`src/rtl/dcrt_pkg.sv`:
```
// Package with command codes, register selects and control bit positions of the timer.
`timescale 1ns / 1ps
`default_nettype none

package dcrt_pkg;

  // Command codes.
  localparam logic [1:0] CMD_TICK  = 2'd0;
  localparam logic [1:0] CMD_READ  = 2'd1;
  localparam logic [1:0] CMD_WRITE = 2'd2;

  // Register selects.
  localparam logic [1:0] SEL_CTL   = 2'd0;
  localparam logic [1:0] SEL_LOAD  = 2'd1;
  localparam logic [1:0] SEL_COUNT = 2'd2;

  // Control/status layout.
  localparam int CTL_W = 12;
  localparam int BIT_UDT   = 1;
  localparam int BIT_ARHT  = 4;
  localparam int BIT_LOAD  = 5;
  localparam int BIT_ENIT  = 6;
  localparam int BIT_ENT   = 7;
  localparam int BIT_TINT  = 8;
  localparam int BIT_ENALL = 10;

  typedef logic [CTL_W-1:0] ctl_t;

  // Per-channel update requests from the decoder.
  typedef struct packed {
    logic tick;
    logic ctl_wr;
    logic load_wr;
    logic count_wr;
    logic peer_all_set;
    logic peer_all_clr;
  } dcrt_chan_cmd_t;

endpackage

`default_nettype wire

```
`src/rtl/dcrt_channel.sv`:
```
// One timer channel: control, load and count registers with tick and write logic.
`timescale 1ns / 1ps
`default_nettype none

module dcrt_channel
  import dcrt_pkg::*;
#(
  parameter int COUNTER_WIDTH = 32
) (
  input  wire logic                     clk,
  input  wire logic                     rst_n,
  input  wire dcrt_chan_cmd_t           cmd,
  input  wire logic [31:0]              wdata,
  output ctl_t                          ctl_r,
  output ctl_t                          ctl_nxt,
  output logic [COUNTER_WIDTH-1:0]      load_r,
  output logic [COUNTER_WIDTH-1:0]      count_r
);

  logic [COUNTER_WIDTH-1:0] load_nxt;
  logic [COUNTER_WIDTH-1:0] count_nxt;
  logic [COUNTER_WIDTH-1:0] wdata_cw;
  logic [COUNTER_WIDTH-1:0] term;
  ctl_t                     wr_ctl;

  // Fit the 32-bit bus word to the counter width.
  if (COUNTER_WIDTH > 32) begin : g_wide
    assign wdata_cw = {{(COUNTER_WIDTH-32){1'b0}}, wdata};
  end else if (COUNTER_WIDTH == 32) begin : g_equal
    assign wdata_cw = wdata;
  end else begin : g_narrow
    assign wdata_cw = wdata[COUNTER_WIDTH-1:0];
  end

  // Terminal value is zero when counting down and all ones when counting up.
  assign term = ctl_r[BIT_UDT] ? '0 : '1;

  // Value a control write leaves: the flag clears only where a one is written; ENALL also sets ENT.
  always_comb begin
    wr_ctl = wdata[CTL_W-1:0];
    wr_ctl[BIT_TINT] = ctl_r[BIT_TINT] & ~wdata[BIT_TINT];
    if (wdata[BIT_ENALL]) begin
      wr_ctl[BIT_ENT] = 1'b1;
    end
  end

  // Next-state logic for the tick and the register writes.
  always_comb begin
    ctl_nxt   = ctl_r;
    load_nxt  = load_r;
    count_nxt = count_r;
    if (cmd.tick) begin
      if (ctl_r[BIT_LOAD]) begin
        count_nxt = load_r;
      end else if (ctl_r[BIT_ENT]) begin
        if (count_r == term) begin
          ctl_nxt[BIT_TINT] = 1'b1;
          if (ctl_r[BIT_ARHT]) begin
            count_nxt = load_r;
          end else begin
            ctl_nxt[BIT_ENT] = 1'b0;
          end
        end else if (ctl_r[BIT_UDT]) begin
          count_nxt = count_r - COUNTER_WIDTH'(1);
        end else begin
          count_nxt = count_r + COUNTER_WIDTH'(1);
        end
      end
    end
    if (cmd.ctl_wr) begin
      ctl_nxt = wr_ctl;
    end
    if (cmd.peer_all_set) begin
      ctl_nxt[BIT_ENALL] = 1'b1;
      ctl_nxt[BIT_ENT]   = 1'b1;
    end
    if (cmd.peer_all_clr) begin
      ctl_nxt[BIT_ENALL] = 1'b0;
    end
    if (cmd.load_wr) begin
      load_nxt = wdata_cw;
    end
    if (cmd.count_wr) begin
      count_nxt = wdata_cw;
    end
  end

  // Channel state registers.
  always_ff @(posedge clk) begin
    if (!rst_n) begin
      ctl_r   <= '0;
      load_r  <= '0;
      count_r <= '0;
    end else begin
      ctl_r   <= ctl_nxt;
      load_r  <= load_nxt;
      count_r <= count_nxt;
    end
  end

endmodule

`default_nettype wire

```
`src/rtl/dual_channel_reload_timer.sv`:
```
// A single update pass takes each access through the input, then the result register.
// Throughput: one tick or register access per cycle unless a stalled result is held.
// Each access sees the state left by the one before it, with no bubble between them.
// Reset (synchronous, active low) clears all control, load and count registers at once
// and empties both pipeline registers.
`timescale 1ns / 1ps
`default_nettype none

module dual_channel_reload_timer
  import dcrt_pkg::*;
#(
  parameter int COUNTER_WIDTH = 32
) (
  input  wire logic        clk,
  input  wire logic        rst_n,
  input  wire logic        in_valid,
  output logic             in_stall,
  input  wire logic [1:0]  in_command,
  input  wire logic        in_channel,
  input  wire logic [1:0]  in_reg_select,
  input  wire logic [31:0] in_write_data,
  output logic             out_valid,
  input  wire logic        out_stall,
  output logic [31:0]      out_read_data,
  output logic             out_irq
);

  logic        in_valid_r;
  logic [1:0]  cmd_r;
  logic        chan_r;
  logic [1:0]  sel_r;
  logic [31:0] wdata_r;
  logic        out_valid_r;
  logic [31:0] rdata_r;
  logic        irq_r;
  logic        advance;
  logic        take_in;
  logic [31:0] rdata_nxt;
  logic        irq_nxt;

  dcrt_chan_cmd_t           chan_cmd [2];
  ctl_t                     ctl_q    [2];
  ctl_t                     ctl_n    [2];
  logic [COUNTER_WIDTH-1:0] load_q   [2];
  logic [COUNTER_WIDTH-1:0] count_q  [2];
  logic [31:0]              load_rd  [2];
  logic [31:0]              count_rd [2];

  // Handshake: the held item moves on whenever the result register is free.
  assign advance   = in_valid_r && (!out_valid_r || !out_stall);
  assign in_stall  = in_valid_r && out_valid_r && out_stall;
  assign take_in   = in_valid && !in_stall;
  assign out_valid = out_valid_r;
  assign out_read_data = rdata_r;
  assign out_irq   = irq_r;

  // Input register.
  always_ff @(posedge clk) begin
    if (!rst_n) begin
      in_valid_r <= 1'b0;
    end else if (take_in) begin
      in_valid_r <= 1'b1;
    end else if (advance) begin
      in_valid_r <= 1'b0;
    end
  end

  always_ff @(posedge clk) begin
    if (take_in) begin
      cmd_r   <= in_command;
      chan_r  <= in_channel;
      sel_r   <= in_reg_select;
      wdata_r <= in_write_data;
    end
  end

  // Decode the held item into per-channel update requests.
  always_comb begin
    for (int c = 0; c < 2; c++) begin
      chan_cmd[c] = '0;
    end
    if (advance) begin
      unique case (cmd_r)
        CMD_TICK: begin
          chan_cmd[0].tick = 1'b1;
          chan_cmd[1].tick = 1'b1;
        end
        CMD_WRITE: begin
          unique case (sel_r)
            SEL_CTL: begin
              chan_cmd[chan_r].ctl_wr        = 1'b1;
              chan_cmd[!chan_r].peer_all_set = wdata_r[BIT_ENALL];
              chan_cmd[!chan_r].peer_all_clr = !wdata_r[BIT_ENALL];
            end
            SEL_LOAD:  chan_cmd[chan_r].load_wr  = 1'b1;
            SEL_COUNT: chan_cmd[chan_r].count_wr = 1'b1;
            default: ;
          endcase
        end
        default: ;
      endcase
    end
  end

  // The two channels.
  for (genvar c = 0; c < 2; c++) begin : g_chan
    dcrt_channel #(
      .COUNTER_WIDTH(COUNTER_WIDTH)
    ) u_channel (
      .clk     (clk),
      .rst_n   (rst_n),
      .cmd     (chan_cmd[c]),
      .wdata   (wdata_r),
      .ctl_r   (ctl_q[c]),
      .ctl_nxt (ctl_n[c]),
      .load_r  (load_q[c]),
      .count_r (count_q[c])
    );

    // Only the low 32 bits of a counter are visible on the bus.
    if (COUNTER_WIDTH >= 32) begin : g_rd_wide
      assign load_rd[c]  = load_q[c][31:0];
      assign count_rd[c] = count_q[c][31:0];
    end else begin : g_rd_narrow
      assign load_rd[c]  = {{(32-COUNTER_WIDTH){1'b0}}, load_q[c]};
      assign count_rd[c] = {{(32-COUNTER_WIDTH){1'b0}}, count_q[c]};
    end
  end

  // Read mux and interrupt line after this step.
  always_comb begin
    rdata_nxt = '0;
    if (cmd_r == CMD_READ) begin
      unique case (sel_r)
        SEL_CTL:   rdata_nxt = {{(32-CTL_W){1'b0}}, ctl_q[chan_r]};
        SEL_LOAD:  rdata_nxt = load_rd[chan_r];
        SEL_COUNT: rdata_nxt = count_rd[chan_r];
        default:   rdata_nxt = '0;
      endcase
    end
    irq_nxt = (ctl_n[0][BIT_TINT] && ctl_n[0][BIT_ENIT]) ||
              (ctl_n[1][BIT_TINT] && ctl_n[1][BIT_ENIT]);
  end

  // Result register.
  always_ff @(posedge clk) begin
    if (!rst_n) begin
      out_valid_r <= 1'b0;
    end else if (advance) begin
      out_valid_r <= 1'b1;
    end else if (!out_stall) begin
      out_valid_r <= 1'b0;
    end
  end

  always_ff @(posedge clk) begin
    if (advance) begin
      rdata_r <= rdata_nxt;
      irq_r   <= irq_nxt;
    end
  end

endmodule

`default_nettype wire

```
`config.mk`:
```
export PLATFORM = sky130hd
export DESIGN_NAME = dual_channel_reload_timer
export DESIGN_NICKNAME = d
export VERILOG_FILES = /design/src/rtl/dcrt_pkg.sv /design/src/rtl/dcrt_channel.sv /design/src/rtl/dual_channel_reload_timer.sv
export SDC_FILE = /design/constraint.sdc
export NUM_CORES = 1
export LEC_CHECK = 0
export BUFFER_PORTS_ARGS = -buffer_cell sky130_fd_sc_hd__buf_2
export CELL_PAD_IN_SITES_DETAIL_PLACEMENT = 0
export CELL_PAD_IN_SITES_GLOBAL_PLACEMENT = 1
export CORE_MARGIN = 2
export CORE_UTILIZATION = 47
export DETAILED_ROUTE_END_ITERATION = 6
export GPL_ROUTABILITY_DRIVEN = 0
export GPL_TIMING_DRIVEN = 0
export PLACE_DENSITY_LB_ADDON = 0.1
export SLEW_MARGIN = 20
export SYNTH_ARGS = -nofsm -noshare
export SYNTH_HDL_FRONTEND = slang
export SYNTH_SLANG_ARGS = --single-unit
```
`constraint.sdc`:
```
create_clock -name clk -period 3.9 [get_ports clk]
set_clock_uncertainty 0.15 [all_clocks]
set_input_delay 0.78 -clock clk [delete_from_list [all_inputs] [get_ports clk]]
set_output_delay 0.78 -clock clk [all_outputs]
set_load 0.01 [all_outputs]
```
# After elaboration in Yosys (flattened, before gate mapping)

Cells that the tools add are included.

Logic and storage cells: 142
Output and inout bits: 35
Flip-flop bits (word level): 224

Add/sub/neg operators: 4
Equal/unequal tests: 11
Order comparisons: 4
Mux-type cells: 65
Bitwise operators: 6
Reduce and logical (&&, ||, !) cells: 32

Operator list:

| operator              | count |
|---|---|
| $mux 32               | 22 |
| $pmux 32 s3           | 1 |
| $add 32x1->32 const B | 2 |
| $eq 32x32->1          | 2 |
| $sub 32x1->32 const B | 2 |
| $mux 12               | 4 |
| $pmux 12 s3           | 1 |
| $demux 6 s1           | 5 |
| $bwmux 12             | 2 |
| $mux 11               | 2 |
| $mux 2                | 9 |
| $mux 5                | 3 |
| $mux 1                | 12 |
| $reduce_bool 3->1     | 4 |
| $reduce_bool 2->1     | 5 |
| $logic_and 1x1->1     | 8 |
| $ne 4x2->1 const B    | 2 |
| $ne 3x3->1 const B    | 2 |
| $reduce_and 3->1      | 2 |
| $logic_not 1->1       | 5 |
| $eq 2x1->1 const B    | 2 |
| $eq 2x2->1 const B    | 2 |
| $ge 2x2->1 const B    | 2 |
| $logic_not 2->1       | 2 |
| other kinds (11)      | 19 |

# Logic depth before layout (Yosys ltp)

Word-level depth: 15
Mapped depth: 12

# Modules after synthesis

A second synthesis with hierarchy kept.

Cell total of the unflattened synthesis: 1507
Area, all modules: 13802.0 um2

By module, submodules not included:

| module                             | area each (um2) | seq. area each (um2) | cells each | instances |
|---|---|---|---|---|
| dcrt_channel (g_chan[0].u_channel) | 5096.1          | 1521.5               | 613        | 1 |
| dcrt_channel (g_chan[1].u_channel) | 5007.3          | 1521.5               | 619        | 1 |
| dual_channel_reload_timer          | 3698.5          | 2142.1               | 275        | 1 |

# Worst setup path before layout

No wires, ideal clock.

Path type: register to register
Start point: reg g_chan[1].u_channel.ctl_r[1]
End point: reg g_chan[1].u_channel.count_r[31]
Stages on the path, launching flop included: 11
Required time: 3.619 ns
Path buffers: 1
Path slack: 0.340 ns
Data arrival time: 3.279 ns
Cells stage by stage: dfxtp_1 > ha_1 > clkbuf_1 > and4_1 > and3_1 > and4_1 > nor2_1 > nor2_1 > a221o_1 > a32oi_1 > o41ai_1

Cells in the longest elaborated chain, start to end: 7
Elaborated cells between the ends (all ways): 10
Those cells by class: eq/ne: 2; mux: 7; reduce/logical: 1

RTL lines:

| item                   | line               | text |
|---|---|---|
| from (decl)            | dcrt_channel.sv:14 | `output ctl_t ctl_r,` |
| from (signal assigned) | dcrt_channel.sv:95 | `ctl_r <= ctl_nxt;` |
| $mux 32                | dcrt_channel.sv:36 | `assign term = ctl_r[BIT_UDT] ? '0 : '1;` |
| $eq 32x32->1           | dcrt_channel.sv:56 | `if (count_r == term) begin` |
| $mux 32                | dcrt_channel.sv:56 |  |
| $mux 32                | dcrt_channel.sv:55 | `end else if (ctl_r[BIT_ENT]) begin` |
| $mux 32                | dcrt_channel.sv:53 | `if (ctl_r[BIT_LOAD]) begin` |
| $mux 32                | dcrt_channel.sv:52 | `if (cmd.tick) begin` |
| $mux 32                | dcrt_channel.sv:83 | `if (cmd.count_wr) begin` |
| to (signal assigned)   | dcrt_channel.sv:97 | `count_r <= count_nxt;` |
| to (decl)              | dcrt_channel.sv:17 | `output logic [COUNTER_WIDTH-1:0] count_r` |

Parallel ways exist; a longest one is shown, timed or not. The select of a mux whose other input is x is not followed.
A chain may end at the register's enable or synchronous reset.

# Final worst setup path

Start point: reg g_chan[1].u_channel.ctl_r[1]
End point: reg g_chan[1].u_channel.count_r[25]

Same word-level chain as after synthesis.

==> key figures <==
Global route
  • First-pass GRT wire length: 69300 um
  • Number of global-route vias before repair: 11800
  • Largest net degree at the start of global routing: 34
  • Overflow after GRT: 0
  • All-Layer GR Usage: 31.6%
  • Initial antenna violation count: 0

Drt
  • 1st-pass router iterations: 7
  • Avg WL per Cell: 23.6 um
  • Vias per inst: 6.42
  • Via count: 12600
  • DR DRC count: 10
  • Post-route ant nets: 0
  • First DRT Iteration DRCs: 1465
  • Final WL: 46200 um

Outcome
  • Status: complete, but fails checks
  • Failing checks: DRC

Die
  • Die Height: 169 um
  • Die ar.: 0.0287 mm2
  • IO Count: 76
  • Num rows: 60
  • Die width: 169 um
  • Starting Density: 47.8%
  • Core area: 0.0270 mm2

Synthesis
  • Mapped cell area: 0.0129 mm2
  • Avg Cell Area, Syn: 8.58 um2
  • Sequential fraction of the synthesis area: 40.3%
  • Syn Nets: 1603
  • Yosys warns: 0
  • Number of enable flip-flop cells after synthesis: 70
  • Syn Inst Count: 1500
  • Cell variety after synth: 82
  • Synthesized flop and latch total: 224
  • Primary FF master, synth: dfxtp_1
  • Ys async rst share: 0%

Power
  • Static Leak: 5.50 nW
  • VDD IR-drop max: 0.252 mV
  • Switch share: 23.0%
  • Power, Total: 5.25 mW
  • P_sw: 1.21 mW
  • Seq pwr share: 47.9%
  • Clock group share of total power: 48.1%
  • Combinational power share: 4.0%
  • Int Power: 4.05 mW
  • PwrDens: 357 mW/mm2

Worst setup path
  • Required @ worst endpoint: 4200 ps
  • CP bufs+invs: 2
  • Most frequent CP cell: and4_1
  • Crit-path cells: buf_16 > ha_1 > and4_1 > and3_1 > and4_1 > or2_0 > nor2_2 > clkbuf_1 > o21ai_0 > a21oi_1
  • Critical Path AT: 4060 ps
  • Startpoint types: flop
  • Reg2Reg Setup Slack: 140 ps
  • Max incr delay on CP: 510 ps
  • Slowest-stage cell, CP: clkbuf_1
  • CP Class: flop to flop
  • Crit path capture type: flop
  • Maximum fanout along the worst path: 23
  • Top delay family on crit path: simple AND/OR/NAND/NOR gates

Timing
  • Final setup vio count: 0
  • Fin crit period: 3760 ps
  • Final slew viol count: 0
  • Fin crit share: 96.3%
  • Total Neg Setup Slack: 0 ps
  • Worst-Margin Slew: 901 ps
  • Slew margin rel.: 39.9%
  • Fmax: 266 MHz
  • Final hold slack: 272 ps
  • Fin. Hold Viols: 0
  • RSZ-0062 raised after global routing: true
  • Min setup slack post-route: 144 ps

Min path
  • Worst hold path type: input pin to flop

Final layout
  • Syn-to-layout area delta: 14.3%
  • Fill count: 2519
  • Ant. Diodes: 0
  • Seq. cell area: 0.00519 mm2
  • Post-layout util: 54.6%
  • Area occupied by multi-input gates: 0.00726 mm2
  • Layout Nets: 1703
  • Non-Filler Instances: 1960
  • Fin area: 0.0147 mm2
  • Layout cells sized above 1: 10.4%

Clock tree
  • CTS Hold Bufs: 0
  • Clock-pin slew on the worst setup and hold paths: 60 ps
  • # H-tree levels: 1
  • Clock sink count: 224
  • Clk_lat worst skew: 530 ps
  • CTS tree: done
  • Max Root-Sink Buffers: 3
  • Root Buffer: clkbuf_16
  • Total CTS buffers: 25

Flow run
  • Max cap viols: 0

Placement
  • Dpl cell area: 0.0138 mm2
  • Pre-CTS setup slack: -249 ps
  • PortBufs: 75
  • DP HPWL: 35100 um
  • Dpl cells: 1919
==> worst reg2reg max path: cells and delay by family (launching register included) <==
| family | cells | cell delay (ps) |
|---|---|---|
| AOI/OAI and AO/OA | 2 | 450 |
| DFF | 1 | 480 |
| adders and majority gates | 1 | 350 |
| buffers and inverters | 2 | 730 |
| and+or+nand+nor | 5 | 1530 |
==> final cells by class <==
type | instances | share of cell area [%]
Buffer | 94 | 2.71
Clock buffer | 37 | 5.11
Clock inverter | 9 | 0.876
Inverter | 16 | 0.408
Multi-Input combinational cell | 1156 | 49.4
Sequential cell | 224 | 35.3
Tap cell | 341 | 2.90
Timing Repair Buffer | 83 | 3.32
==> Yosys cell counts (all sizes together), types with 18 or more instances <==
cell type	n	area (um2)
edfxtp	70	2100
a221oi	27	243
xnor2	25	219
a21o	42	315
nand3	25	130
a222oi	18	180
nor2	78	303
a21oi	198	991
ha	60	751
a31oi	28	175
a211oi	21	158
o21ai	45	225
dfxtp	154	3080
clkbuf	91	342
nor3	18	90.1
and3	32	200
a22oi	87	658
nand2	252	946
==> logic make-up after synthesis <==
family / synth area share, %
AOI/OAI and AO/OA: 29.0
and+or+nand+nor: 17.5
DFF: 40.3
buffers and inverters: 3.80
adders and majority gates: 6.14
xor gates and xnor gates: 2.65
muxes: 0.622
==> flip-flops by register name, summed over array words and instances, names as in the netlist <==
| name | cells |
|---|---|
| sel_r | 2 |
| cmd_r | 2 |
| in_valid_r | 1 |
| out_valid | 1 |
| g_chan.u_channel.count_r | 64 |
| out_read_data | 32 |
| wdata_r | 32 |
| out_irq | 1 |
| chan_r | 1 |
| g_chan.u_channel.ctl_r | 24 |
| g_chan.u_channel.load_r | 64 |
==> timing repair <==
| action | in CTS | in global routing |
|---|---|---|
| cloned | 0 | 0 |
| endpoints found under the setup margin | 34 | 58 |
| pin swaps | 2 | 2 |
| gates resized for setup | 6 | 12 |
| setup buffers | 3 | 2 |
==> routing by layer <==
metal	global-route usage, %	wire, um	up-vias
met5	0	0	-
met4	12.2	1890	0
met3	3.29	3240	106
met2	51.2	21100	613
met1	43.7	20000	6017
li1	-	-	5855
==> worst paths after layout <==
kind / startpoint / endpoint / depth (start not counted)
max: g_chan[1].u_channel.ctl_r[1]$_SDFFE_PN0P_ / g_chan[1].u_channel.count_r[25]$_SDFFE_PN0P_ / 10
min: in_write_data[3] / wdata_r[3]$_DFFE_PP_ / 1
max reg2reg: g_chan[1].u_channel.ctl_r[1]$_SDFFE_PN0P_ / g_chan[1].u_channel.count_r[25]$_SDFFE_PN0P_ / 10
min reg2reg: g_chan[1].u_channel.ctl_r[3]$_SDFFE_PN0P_ / g_chan[1].u_channel.ctl_r[3]$_SDFFE_PN0P_ / 2
==> power by group through the flow <==
stage / Sequential [mW] / Combinational [mW] / Clock [mW]
finish: 2.51 / 0.213 / 2.53
global placement: 2.56 / 0.200 / 0
CTS: 2.51 / 0.208 / 2.55
floorplan: 2.54 / 0.0996 / 0
detailed placement: 2.56 / 0.207 / 0
global route: 2.51 / 0.227 / 2.64
==> cells in the final DEF, fill, tap and decap left out, drive strengths merged, types with 7 or more instances in the layout <==
master  netlist  routed
or3          11      11
xor2         14      14
mux2i         8       8
o31ai         7       7
a221oi       27      27
a222oi       18      18
o21ai        45      45
clkbuf       91     120
o22ai         7       7
edfxtp       70      70
a21oi       198     198
inv          16      19
nand2b        7       7
xnor2        25      25
and2         14      14
buf          13      94
nor3         18      18
dfxtp       154     154
and3         32      32
a31oi        28      28
nand3        25      25
a22oi        87      87
nand3b       10      10
o21a         13      13
nand2       252     252
nor2         78      78
a21o         42      42
nand4        14      14
a211oi       21      21
a211o         8       8
ha           60      60
No activity file was read; power rests on OpenSTA's default activity.
